**src/lpq_pkg.sv**
```systemverilog
package lpq_pkg;

    localparam int MAX_LINE = 4096;

    localparam int COUNT_W = 13;
    localparam int LEVEL_W = 10;
    localparam int COMP_W  = 8;
    localparam int PROD_W  = 23;

    localparam logic [COUNT_W-1:0] COUNT_CAP =
        (MAX_LINE < 8191) ? COUNT_W'(MAX_LINE) : COUNT_W'(8191);

    localparam logic [LEVEL_W-1:0] LEVEL_MIN_INIT = 10'd800;
    localparam logic [PROD_W-1:0]  PERMILLE_SCALE = 23'd1000;

    // configuration register indexes
    localparam int CFG_IDX_W = 3;
    localparam logic [CFG_IDX_W-1:0] CFG_WHITE_LEVEL      = 3'd0;
    localparam logic [CFG_IDX_W-1:0] CFG_DARK_LIMIT       = 3'd1;
    localparam logic [CFG_IDX_W-1:0] CFG_MIN_CONTRAST     = 3'd2;
    localparam logic [CFG_IDX_W-1:0] CFG_BRIGHT_PERMILLE  = 3'd3;
    localparam logic [CFG_IDX_W-1:0] CFG_CHECK_WHITE_RUNS = 3'd4;
    localparam logic [CFG_IDX_W-1:0] CFG_MIN_WHITE_RUNS   = 3'd5;

    localparam int CFG_DATA_W = 10;

    localparam logic [9:0] RST_WHITE_LEVEL     = 10'd650;
    localparam logic [9:0] RST_DARK_LIMIT      = 10'd382;
    localparam logic [9:0] RST_MIN_CONTRAST    = 10'd40;
    localparam logic [9:0] RST_BRIGHT_PERMILLE = 10'd100;
    localparam logic       RST_CHECK_RUNS      = 1'b0;
    localparam logic [3:0] RST_MIN_WHITE_RUNS  = 4'd3;

    typedef enum logic [1:0] {
        VERDICT_OK         = 2'd0,
        VERDICT_FEW_LIGHTS = 2'd1,
        VERDICT_LOW_CONTR  = 2'd2,
        VERDICT_WHITE_RUNS = 2'd3
    } t_verdict;

    typedef struct packed {
        logic [COMP_W-1:0] red;
        logic [COMP_W-1:0] green;
        logic [COMP_W-1:0] blue;
        logic              last_in_line;
    } t_pixel;

    typedef struct packed {
        logic              line_ok;
        logic [1:0]        verdict_code;
        logic [COUNT_W-1:0] light_count;
        logic [COUNT_W-1:0] dark_count;
        logic [COUNT_W-1:0] white_count;
        logic [COUNT_W-1:0] white_runs;
        logic [LEVEL_W-1:0] min_level;
        logic [LEVEL_W-1:0] max_level;
    } t_result;

    typedef struct packed {
        logic [9:0] white_level;
        logic [9:0] dark_limit;
        logic [9:0] min_contrast;
        logic [9:0] bright_permille;
        logic       check_white_runs;
        logic [3:0] min_white_runs;
    } t_cfg;

    // per-line totals handed from the accumulator to the verdict logic
    typedef struct packed {
        logic [COUNT_W-1:0] pixel_count;
        logic [COUNT_W-1:0] light_count;
        logic [COUNT_W-1:0] dark_count;
        logic [COUNT_W-1:0] white_count;
        logic [COUNT_W-1:0] white_runs;
        logic [LEVEL_W-1:0] min_level;
        logic [LEVEL_W-1:0] max_level;
    } t_line_stats;

    function automatic logic [COUNT_W-1:0] sat_inc(input logic [COUNT_W-1:0] c);
        return (c < COUNT_CAP) ? c + 1'b1 : c;
    endfunction

endpackage

```
**src/lpq_cfg_regs.sv**
```systemverilog
module lpq_cfg_regs (
    input  logic                                i_clk,
    input  logic                                i_rst_n,
    input  logic                                i_cfg_valid,
    output logic                                o_cfg_ready,
    input  logic [lpq_pkg::CFG_IDX_W-1:0]       i_cfg_index,
    input  logic [lpq_pkg::CFG_DATA_W-1:0]      i_cfg_data,
    output lpq_pkg::t_cfg                       o_cfg
);

    lpq_pkg::t_cfg r_cfg;

    assign o_cfg_ready = 1'b1;
    assign o_cfg       = r_cfg;

    always_ff @(posedge i_clk) begin
        if (!i_rst_n) begin
            r_cfg.white_level      <= lpq_pkg::RST_WHITE_LEVEL;
            r_cfg.dark_limit       <= lpq_pkg::RST_DARK_LIMIT;
            r_cfg.min_contrast     <= lpq_pkg::RST_MIN_CONTRAST;
            r_cfg.bright_permille  <= lpq_pkg::RST_BRIGHT_PERMILLE;
            r_cfg.check_white_runs <= lpq_pkg::RST_CHECK_RUNS;
            r_cfg.min_white_runs   <= lpq_pkg::RST_MIN_WHITE_RUNS;
        end else if (i_cfg_valid) begin
            case (i_cfg_index)
                lpq_pkg::CFG_WHITE_LEVEL:      r_cfg.white_level      <= i_cfg_data;
                lpq_pkg::CFG_DARK_LIMIT:       r_cfg.dark_limit       <= i_cfg_data;
                lpq_pkg::CFG_MIN_CONTRAST:     r_cfg.min_contrast     <= i_cfg_data;
                lpq_pkg::CFG_BRIGHT_PERMILLE:  r_cfg.bright_permille  <= i_cfg_data;
                lpq_pkg::CFG_CHECK_WHITE_RUNS: r_cfg.check_white_runs <= i_cfg_data[0];
                lpq_pkg::CFG_MIN_WHITE_RUNS:   r_cfg.min_white_runs   <= i_cfg_data[3:0];
                default: ;
            endcase
        end
    end

endmodule

```
**src/lpq_accum.sv**
```systemverilog
module lpq_accum (
    input  logic                  i_clk,
    input  logic                  i_rst_n,
    input  lpq_pkg::t_cfg         i_cfg,
    input  logic                  i_in_valid,
    output logic                  o_in_ready,
    input  lpq_pkg::t_pixel       i_in_data,
    output logic                  o_snap_valid,
    input  logic                  i_snap_ready,
    output lpq_pkg::t_line_stats  o_snap
);

    logic                 r_pix_vld;
    lpq_pkg::t_pixel      r_pix;
    lpq_pkg::t_line_stats r_acc;
    logic                 r_in_run;
    logic                 r_snap_vld;
    lpq_pkg::t_line_stats r_snap;

    lpq_pkg::t_line_stats n_acc;
    logic                 n_in_run;

    logic [lpq_pkg::LEVEL_W-1:0] level;
    logic is_dark;
    logic is_white;
    logic snap_free;
    logic consume;
    logic line_end;

    assign level = lpq_pkg::LEVEL_W'(r_pix.red) + lpq_pkg::LEVEL_W'(r_pix.green)
                 + lpq_pkg::LEVEL_W'(r_pix.blue);
    assign is_dark  = (level <= i_cfg.dark_limit);
    assign is_white = !is_dark && (level >= i_cfg.white_level);

    // a non-last pixel never needs room downstream
    assign snap_free  = !r_snap_vld || i_snap_ready;
    assign consume    = r_pix_vld && (!r_pix.last_in_line || snap_free);
    assign line_end   = consume && r_pix.last_in_line;
    assign o_in_ready = !r_pix_vld || consume;

    assign o_snap_valid = r_snap_vld;
    assign o_snap       = r_snap;

    always_comb begin
        n_acc             = r_acc;
        n_in_run          = r_in_run;
        n_acc.pixel_count = lpq_pkg::sat_inc(r_acc.pixel_count);
        if (is_dark) begin
            n_acc.dark_count = lpq_pkg::sat_inc(r_acc.dark_count);
        end else begin
            n_acc.light_count = lpq_pkg::sat_inc(r_acc.light_count);
            if (is_white) begin
                n_acc.white_count = lpq_pkg::sat_inc(r_acc.white_count);
                if (!r_in_run) begin
                    n_in_run         = 1'b1;
                    n_acc.white_runs = lpq_pkg::sat_inc(r_acc.white_runs);
                end
            end else begin
                n_in_run = 1'b0;
            end
        end
        if (level < r_acc.min_level) begin
            n_acc.min_level = level;
        end
        if (level > r_acc.max_level) begin
            n_acc.max_level = level;
        end
    end

    always_ff @(posedge i_clk) begin
        if (!i_rst_n) begin
            r_pix_vld <= 1'b0;
        end else if (o_in_ready) begin
            r_pix_vld <= i_in_valid;
        end
    end

    always_ff @(posedge i_clk) begin
        if (i_in_valid && o_in_ready) begin
            r_pix <= i_in_data;
        end
    end

    always_ff @(posedge i_clk) begin
        if (!i_rst_n || line_end) begin
            r_acc.pixel_count <= '0;
            r_acc.light_count <= '0;
            r_acc.dark_count  <= '0;
            r_acc.white_count <= '0;
            r_acc.white_runs  <= '0;
            r_acc.min_level   <= lpq_pkg::LEVEL_MIN_INIT;
            r_acc.max_level   <= '0;
            r_in_run          <= 1'b0;
        end else if (consume) begin
            r_acc    <= n_acc;
            r_in_run <= n_in_run;
        end
    end

    always_ff @(posedge i_clk) begin
        if (!i_rst_n) begin
            r_snap_vld <= 1'b0;
        end else if (snap_free) begin
            r_snap_vld <= line_end;
        end
    end

    always_ff @(posedge i_clk) begin
        if (line_end) begin
            r_snap <= n_acc;
        end
    end

`ifndef SYNTHESIS
    a_clear_after_line: assert property (@(posedge i_clk) disable iff (!i_rst_n)
        line_end |=> (r_acc.pixel_count == '0) && !r_in_run)
        else $error("line state not cleared after last pixel");

    a_light_dark_sum: assert property (@(posedge i_clk) disable iff (!i_rst_n)
        (r_acc.pixel_count < lpq_pkg::COUNT_CAP) |->
        ({1'b0, r_acc.light_count} + {1'b0, r_acc.dark_count}
            == {1'b0, r_acc.pixel_count}))
        else $error("light and dark counts do not add up to pixel count");

    a_open_run_counted: assert property (@(posedge i_clk) disable iff (!i_rst_n)
        r_in_run |-> (r_acc.white_runs != '0) && (r_acc.white_count != '0))
        else $error("open white run without a counted run");

    a_snap_range: assert property (@(posedge i_clk) disable iff (!i_rst_n)
        r_snap_vld |-> (r_snap.min_level <= r_snap.max_level)
                       && (r_snap.white_count <= r_snap.light_count))
        else $error("line totals inconsistent");
`endif

endmodule

```
**src/lpq_verdict.sv**
```systemverilog
module lpq_verdict (
    input  logic                  i_clk,
    input  logic                  i_rst_n,
    input  lpq_pkg::t_cfg         i_cfg,
    input  logic                  i_snap_valid,
    output logic                  o_snap_ready,
    input  lpq_pkg::t_line_stats  i_snap,
    output logic                  o_out_valid,
    input  logic                  i_out_ready,
    output lpq_pkg::t_result      o_out_data
);

    logic                       r_a_vld;
    lpq_pkg::t_line_stats       r_a_stats;
    logic [lpq_pkg::PROD_W-1:0] r_a_light_prod;
    logic [lpq_pkg::PROD_W-1:0] r_a_ref_prod;
    logic                       r_a_low_contrast;
    logic                       r_a_runs_fail;

    logic             r_out_vld;
    lpq_pkg::t_result r_out;

    lpq_pkg::t_result n_out;
    lpq_pkg::t_verdict code;

    logic out_free;
    logic a_free;

    assign out_free     = !r_out_vld || i_out_ready;
    assign a_free       = !r_a_vld || out_free;
    assign o_snap_ready = a_free;

    assign o_out_valid = r_out_vld;
    assign o_out_data  = r_out;

    always_ff @(posedge i_clk) begin
        if (!i_rst_n) begin
            r_a_vld <= 1'b0;
        end else if (a_free) begin
            r_a_vld <= i_snap_valid;
        end
    end

    // products and flags for the lights ratio, contrast and run tests
    always_ff @(posedge i_clk) begin
        if (a_free && i_snap_valid) begin
            r_a_stats      <= i_snap;
            r_a_light_prod <= lpq_pkg::PROD_W'(i_snap.light_count) * lpq_pkg::PERMILLE_SCALE;
            r_a_ref_prod   <= lpq_pkg::PROD_W'(i_cfg.bright_permille)
                            * lpq_pkg::PROD_W'(i_snap.pixel_count);
            r_a_low_contrast <= (i_snap.max_level < i_snap.min_level)
                || ((i_snap.max_level - i_snap.min_level) < i_cfg.min_contrast);
            r_a_runs_fail <= i_cfg.check_white_runs && (i_snap.white_runs != '0)
                && (i_snap.white_runs < lpq_pkg::COUNT_W'(i_cfg.min_white_runs));
        end
    end

    always_comb begin
        if (r_a_light_prod <= r_a_ref_prod) begin
            code = lpq_pkg::VERDICT_FEW_LIGHTS;
        end else if (r_a_low_contrast) begin
            code = lpq_pkg::VERDICT_LOW_CONTR;
        end else if (r_a_runs_fail) begin
            code = lpq_pkg::VERDICT_WHITE_RUNS;
        end else begin
            code = lpq_pkg::VERDICT_OK;
        end
        n_out.line_ok      = (code == lpq_pkg::VERDICT_OK);
        n_out.verdict_code = code;
        n_out.light_count  = r_a_stats.light_count;
        n_out.dark_count   = r_a_stats.dark_count;
        n_out.white_count  = r_a_stats.white_count;
        n_out.white_runs   = r_a_stats.white_runs;
        n_out.min_level    = r_a_stats.min_level;
        n_out.max_level    = r_a_stats.max_level;
    end

    always_ff @(posedge i_clk) begin
        if (!i_rst_n) begin
            r_out_vld <= 1'b0;
        end else if (out_free) begin
            r_out_vld <= r_a_vld;
        end
    end

    always_ff @(posedge i_clk) begin
        if (out_free && r_a_vld) begin
            r_out <= n_out;
        end
    end

`ifndef SYNTHESIS
    a_ok_matches_code: assert property (@(posedge i_clk) disable iff (!i_rst_n)
        r_out_vld |-> (r_out.line_ok
            == (r_out.verdict_code == lpq_pkg::VERDICT_OK)))
        else $error("line_ok disagrees with verdict code");

    a_held_result: assert property (@(posedge i_clk) disable iff (!i_rst_n)
        (r_out_vld && !i_out_ready) |=> r_out_vld && $stable(r_out))
        else $error("stalled result changed");
`endif

endmodule

```
**src/line_profile_qualifier.sv**
```systemverilog
// channel  direction  handshake                  payload
// in       input      i_in_valid / o_in_ready    i_in_data  (t_pixel)
// out      output     o_out_valid / i_out_ready  o_out_data (t_result)
// cfg      input      i_cfg_valid / o_cfg_ready  i_cfg_index, i_cfg_data
//
// one pixel per cycle while no last pixel waits for the snapshot; the per-pixel
// update of the line counters is a single add, compare and saturating increment
// between the input and counter registers; after its last pixel transfer a
// line's verdict passes the counter snapshot, product stage and result register
// synchronous active-low reset clears counters and valids; no clearing pass
// a held result stalls input only once a later last pixel needs the snapshot
module line_profile_qualifier (
    input  logic                              i_clk,
    input  logic                              i_rst_n,
    input  logic                              i_in_valid,
    output logic                              o_in_ready,
    input  lpq_pkg::t_pixel                   i_in_data,
    output logic                              o_out_valid,
    input  logic                              i_out_ready,
    output lpq_pkg::t_result                  o_out_data,
    input  logic                              i_cfg_valid,
    output logic                              o_cfg_ready,
    input  logic [lpq_pkg::CFG_IDX_W-1:0]     i_cfg_index,
    input  logic [lpq_pkg::CFG_DATA_W-1:0]    i_cfg_data
);

    lpq_pkg::t_cfg        cfg;
    lpq_pkg::t_line_stats snap;
    logic                 snap_valid;
    logic                 snap_ready;

    lpq_cfg_regs u_cfg (
        .i_clk       (i_clk),
        .i_rst_n     (i_rst_n),
        .i_cfg_valid (i_cfg_valid),
        .o_cfg_ready (o_cfg_ready),
        .i_cfg_index (i_cfg_index),
        .i_cfg_data  (i_cfg_data),
        .o_cfg       (cfg)
    );

    lpq_accum u_accum (
        .i_clk        (i_clk),
        .i_rst_n      (i_rst_n),
        .i_cfg        (cfg),
        .i_in_valid   (i_in_valid),
        .o_in_ready   (o_in_ready),
        .i_in_data    (i_in_data),
        .o_snap_valid (snap_valid),
        .i_snap_ready (snap_ready),
        .o_snap       (snap)
    );

    lpq_verdict u_verdict (
        .i_clk        (i_clk),
        .i_rst_n      (i_rst_n),
        .i_cfg        (cfg),
        .i_snap_valid (snap_valid),
        .o_snap_ready (snap_ready),
        .i_snap       (snap),
        .o_out_valid  (o_out_valid),
        .i_out_ready  (i_out_ready),
        .o_out_data   (o_out_data)
    );

endmodule
```
**config.mk**
```make
export PLATFORM = sky130hd
export DESIGN_NAME = line_profile_qualifier
export DESIGN_NICKNAME = d
export VERILOG_FILES = /design/src/lpq_pkg.sv /design/src/lpq_cfg_regs.sv /design/src/lpq_accum.sv /design/src/lpq_verdict.sv /design/src/line_profile_qualifier.sv
export SDC_FILE = /design/constraint.sdc
export NUM_CORES = 1
export LEC_CHECK = 0
export BUFFER_PORTS_ARGS = -buffer_cell sky130_fd_sc_hd__buf_2
export CAP_MARGIN = 20
export CORE_MARGIN = 4
export CORE_UTILIZATION = 35
export DETAILED_ROUTE_END_ITERATION = 10
export PLACE_DENSITY_LB_ADDON = 0.08
export SYNTH_ARGS = -nofsm -noshare
export SYNTH_HDL_FRONTEND = slang
export SYNTH_SLANG_ARGS = --single-unit
```
**constraint.sdc**
```tcl
create_clock -name i_clk -period 12.7 [get_ports i_clk]
set_clock_uncertainty 0.05 [all_clocks]
set_input_delay 1.905 -clock i_clk [delete_from_list [all_inputs] [get_ports i_clk]]
set_output_delay 1.905 -clock i_clk [all_outputs]
set_load 0.005 [all_outputs]
```
Word-level counts from Yosys, hierarchy flattened
Cells that the tools add are included.
{"block": "word_totals", "ff_bits": 437, "in_bits": 43, "output_inout_bits": 78, "wordCells": 124}
{"block": "classes", "addsub": 8, "multipliers": 2, "n_lt_le_gt_ge": 13, "n_eq_ne": 5, "mux": 16, "bitwise_logic": 1, "n_reduce_logical": 32}
{"op": "2-to-1 mux 13 bit", "n": 8}
{"op": "adder 13 x 1 -> 13 bit, second input constant", "n": 5}
{"op": "less-than comparator 13 bit, second input constant", "n": 5}
{"op": "2-to-1 mux 26 bit", "n": 2}
{"op": "less-than comparator 10 bit", "n": 3}
{"op": "less-or-equal comparator 23 bit", "n": 1}
{"op": "multiplier 10 x 13 -> 23 bit", "n": 1}
{"op": "multiplier 13 x 7 -> 20 bit, second input constant", "n": 1}
{"op": "2-to-1 mux 10 bit", "n": 2}
{"op": "AND reduction 2 bit", "n": 7}
{"op": "less-than comparator 13 x 4 -> 1 bit", "n": 1}
{"op": "nonzero test 13 bit", "n": 1}
{"op": "adder 10 x 8 -> 10 bit", "n": 1}
{"op": ">= comparator 10 bit", "n": 1}
{"op": "greater-than comparator 10 bit", "n": 1}
{"op": "less-or-equal comparator 10 bit", "n": 1}
{"op": "subtractor 10 bit", "n": 1}
{"op": "adder 8 x 8 -> 9 bit", "n": 1}
{"op": "logical AND 1 bit", "n": 8}
{"op": "logical NOT 1 bit", "n": 7}
{"op": "logical OR 1 bit", "n": 7}
{"op": "== test 3 x 2 -> 1 bit, second input constant", "n": 2}
{"op": "== test 3 bit, second input constant", "n": 2}
{"op": "2-to-1 mux 2 bit", "n": 3}
{"op": "other kinds (5)", "n": 5}

Logic depth before layout (Yosys ltp)
{"block": "logic_depth", "depth_word": 8, "ltp_mapped": 23, "ltp_nobuf": 21}

By module
A second synthesis with hierarchy kept.
{"block": "hier_totals", "hier_cells": 2197, "area_unflattened_um2": 25255.5}
{"module": "lpq_verdict", "instances": 1, "cells_per_inst": 1075, "area_each_um2": 13479.2, "seq_area_each_um2": 5745.5}
{"module": "lpq_accum", "instances": 1, "cells_per_inst": 943, "area_each_um2": 9934.5, "seq_area_each_um2": 5064.9}
{"module": "lpq_cfg_regs", "instances": 1, "cells_per_inst": 179, "area_each_um2": 1841.8, "seq_area_each_um2": 900.9}

Worst setup path after synthesis
Ideal clock, no wire load.
{"block": "synth_timing", "path_kind": "input to register", "from": "input i_out_ready", "to": "register u_verdict.r_a_stats, in the netlist u_verdict.n_out[0], enable pin", "t_arrival_ps": 10315, "required_ps": 11885, "slack_ps": 1570, "cell_stages": 2, "n_path_buf": 0, "path_cell_list": "nor2b_1 > a21boi_0"}
{"block": "synth_between", "elab_chain_cells": 3}
{"item": "from (decl)", "line": "line_profile_qualifier.sv:19", "source": "input logic i_out_ready,"}
{"item": "logical OR 1 bit", "line": "lpq_verdict.sv:29", "source": "assign out_free = !r_out_vld || i_out_ready;"}
{"item": "logical OR 1 bit", "line": "lpq_verdict.sv:30", "source": "assign a_free = !r_a_vld || out_free;"}
{"item": "logical AND 1 bit", "line": "lpq_verdict.sv:46", "source": "if (a_free && i_snap_valid) begin"}
{"item": "to (signal assigned)", "line": "lpq_verdict.sv:47", "source": "r_a_stats <= i_snap;"}
{"item": "to (decl)", "line": "lpq_verdict.sv:14", "source": "lpq_pkg::t_line_stats r_a_stats;"}
Every way passes these cells.
A chain may end at the register's enable or synchronous reset.

Worst setup path after layout
{"block": "layout_timing", "from": "register u_cfg.r_cfg, in the netlist u_cfg.o_cfg[13]", "to": "register u_verdict.r_a_ref_prod[22] in the netlist's numbering (data pin)"}
{"block": "layout_between", "elab_chain_cells": 1}
{"item": "from (decl)", "line": "lpq_cfg_regs.sv:11", "source": "lpq_pkg::t_cfg r_cfg;"}
{"item": "multiplier 10 x 13 -> 23 bit", "line": "lpq_verdict.sv:50", "source": "* lpq_pkg::PROD_W'(i_snap.pixel_count);"}
{"item": "to (signal assigned)", "line": "lpq_verdict.sv:49", "source": "r_a_ref_prod <= lpq_pkg::PROD_W'(i_cfg.bright_permille)"}
{"item": "to (decl)", "line": "lpq_verdict.sv:16", "source": "logic [lpq_pkg::PROD_W-1:0] r_a_ref_prod;"}
Every way passes these cells.

==> metrics.txt <==
outcome=finished, final reports clean; # fillers=approximately 6.7k; antenna fix cells=0; area of the multi-input gates=between 0.01 and 0.015 sq mm; drc violations=0; crit end category=register; Worst Tran Pin Value=around 1.1 ns; crit path launch type=register; Hold Startpoint=u_verdict.n_out[22]$_DFFE_PP_; wire per inst=17.3 um; Post-synth EDFFs=300; Final Critical Period=5.81 ns; CTS tree=done; Net Sw Power=about 1200 uW; Clock Path Buffers=3; max_cap viols=0; Final Hold Viols=0; largest net degree at the start of global routing=72; Sequential Power Share=around two fifths; Max FO, Critical Path=14; syn_nets=between 2k and 3k; TNS Setup=0 ns; first drt pass iteration count=5; ys async rst share=0%; nets=around 2.7k; post-CTS sizing=0; HPWL after DPL=41.0 mm; vias in the first global route=around 17k; Slew headroom=roughly 28%; Hold Buf Count CTS=0; overall routing resource usage=15.4%; RD Place Congestion=0.788; critical path type=reg2reg; fin. max-slew vios=0; Critical Path End=u_verdict.r_a_ref_prod[22]$_DFFE_PP_; Finish-stage setup viols=0; Rows=96; vias per cell=~4.8; flip-flop and latch count after synthesis=approximately 440; Critical Path RT=about 13 ns; root buf cell=clkbuf_16; cells after synthesis=between 2k and 2.5k; r2r worst-path depth=17; Switching Share=between 20% and 30%; yosys warns=0; H-Tree Depth=2; first-pass GRT wire length=about 90 mm; P_int=~2800 uW; FF/Latch Area=0.0117 sq mm; number of placed I/O pins=between 100 and 150; Iteration-0 DRC Markers=709; Worst-path clk slew=~0.06 ns; ANT nets after route=0; die span in x=roughly 270 um; worst path arrival time=a little over 6 ns; number of buffers added on ports=approximately 120; Top FF cell, synth=edfxtp_1; area grow syn2layout=13.7%; Initial Util=about 36%; crit path launch=u_cfg.o_cfg[13]$_SDFFE_PN0P_; Yosys cell types=70; worst-skew pair later-pin latency=approximately 0.62 ns; Post-Syn Area=~0.025 sq mm; worst hold stages=0; Vias=around 16k; share of cells above drive strength 1=10.8%; Layout Cell Area excl Fill=approximately 0.028 sq mm; clock sinks=~440; initial antenna violation count=2; RR Endpoint=u_verdict.r_a_ref_prod[22]$_DFFE_PP_; Die Y=between 200 and 300 um; power per standard cell area=143 mW/mm^2; GRT overflow=0; DP Area=~0.026 sq mm; combinational power share=22.9%; Post-CTS Setup Bufs=0; fin crit share=45.7%; Max VDD drop=109 uV; fin util=between 40% and 50%; sequential-to-total area share from yosys stat=between 40% and 50%; Max Clk Rate=about 170 MHz; Worst Hold Class=reg2reg; Total Wirelength=56.3 mm; RR Startpoint=u_cfg.o_cfg[13]$_SDFFE_PN0P_; Avg Inst Size Synth=approximately 11 sq um; register-to-register setup slack=between 6 and 7 ns; TritonCTS buffer count=around 50; LEAKAGE=~0.012 uW; clock network power share=a little over a third; Die ar.=0.0746 sq mm; core area=approximately 0.07 sq mm; unrepaired setup endpoints after global routing=no
[worst max-delay path, stage by stage, from the launching register on]
cell      delay (ns)
dfxtp_1         0.62
nand2_1         0.16
fa_1            0.53
fa_1            0.55
inv_1           0.06
fa_1            0.50
fa_1            0.55
inv_1           0.06
fa_1            0.52
inv_1           0.04
ha_1            0.35
a211oi_1        0.28
nor2_1          0.10
o21ai_0         0.32
o21ai_0         0.20
a31o_2          0.30
a311oi_1        0.30
xnor2_1         0.11
[how the worst min path moves through the flow]
stage / to / slack (ns)
6_report: u_verdict.o_out_data[22]$_DFFE_PP_ / 0.34
5_1_grt: u_verdict.o_out_data[22]$_DFFE_PP_ / 0.36
4_1_cts: u_verdict.o_out_data[22]$_DFFE_PP_ / 0.34
3_5_place_dp: u_verdict.o_out_data[22]$_DFFE_PP_ / 0.35
3_3_place_gp: u_verdict.o_out_data[23]$_DFFE_PP_ / 0.35
2_1_floorplan: u_verdict.n_out[33]$_DFFE_PP_ / 0.35
[cells by family (layout without fill, tap and decap cells)]
| family | Yosys count | count (layout) | synth area share (%) |
|---|---|---|---|
| mux | 23 | 23 | 0.991 |
| flops | 435 | 435 | 47.6 |
| simple gates | 634 | 634 | 12.4 |
| compound gates | 304 | 304 | 8.18 |
| xor+xnor | 147 | 147 | 5.23 |
| fa+ha+maj | 339 | 339 | 21.2 |
| other cells | 1 | 1 | 0.0152 |
| buf+inv | 282 | 447 | 4.38 |
[registers in the layout (all words and copies together) (netlist names)]
register,flops
u_verdict.r_a_ref_prod,23
u_verdict.o_out_data,75
u_cfg.o_cfg,45
u_verdict.n_out,72
u_accum.r_pix,25
u_verdict.r_a_vld,1
u_accum.o_snap,85
u_accum.r_pix_vld,1
u_verdict.r_a_runs_fail,1
u_verdict.r_a_light_prod,18
u_accum.r_acc,85
u_accum.o_snap_valid,1
u_accum.r_in_run,1
u_verdict.r_a_low_contrast,1
u_verdict.o_out_valid,1
[Yosys cell counts (all sizes together), types with 64 or more instances]
library cell / n / area [sq um]
xor2: 66 / 578
o21ai: 64 / 320
dfxtp: 135 / 2700
ha: 208 / 2600
a21oi: 74 / 370
edfxtp: 300 / 9010
xnor2: 81 / 709
fa: 131 / 2620
nor2: 124 / 465
inv: 215 / 807
and2: 76 / 475
nand2: 233 / 877
[layout make-up]
cell class,instances,area share (%)
Sequential cell,435,41.9
Multi-Input combinational cell,1448,42.3
Clock buffer,79,5.44
Inverter,215,2.89
Clock inverter,16,0.657
Tap cell,931,4.16
Timing Repair Buffer,137,2.64
[power groups by stage]
stage               combinational, uW  clock (uW)  sequential, uW
floorplan                         674           0            1640
global placement                  918           0            1660
detailed placement                937           0            1660
CTS                               941        1530            1630
global route                     1050        1590            1630
finish                            920        1470            1630
[routing by layer]
| layer | share of wire, % | global-route usage (%) | vias up |
|---|---|---|---|
| met5 | 0 | 0 | - |
| met4 | 2.8 | 4.53 | 0 |
| met3 | 3.1 | 2.35 | 87 |
| met2 | 50 | 27.5 | 210 |
| met1 | 44 | 19.4 | 7754 |
| li1 | - | - | 7700 |
[cells in the final DEF (no fill, tap or decap), types with 22 or more instances in the layout]
cell type,count
buf_2,119
fa_1,131
xor2_1,66
nor3_1,24
xnor2_1,81
nor2_1,124
inv_1,214
o21ai_0,63
clkbuf_16,52
nand3_1,46
a21o_1,34
and3_1,22
and2_1,75
ha_1,208
a21boi_0,28
edfxtp_1,300
nand4_1,22
nand2_1,231
dfxtp_1,135
o211ai_1,25
a21oi_1,74
[per-stage QoR]
stage,setup WS (ns),power (uW),cells,hold slack [ns]
6_report,6.89,4010,3261,0.342
2_1_floorplan,1.57,2320,2165,0.350
3_3_place_gp,6.98,2570,3165,0.352
5_1_grt,6.44,4270,3261,0.359
4_1_cts,6.87,4100,3261,0.335
3_5_place_dp,6.85,2590,3166,0.355
Note: power is estimated with default switching activity, not from simulation.
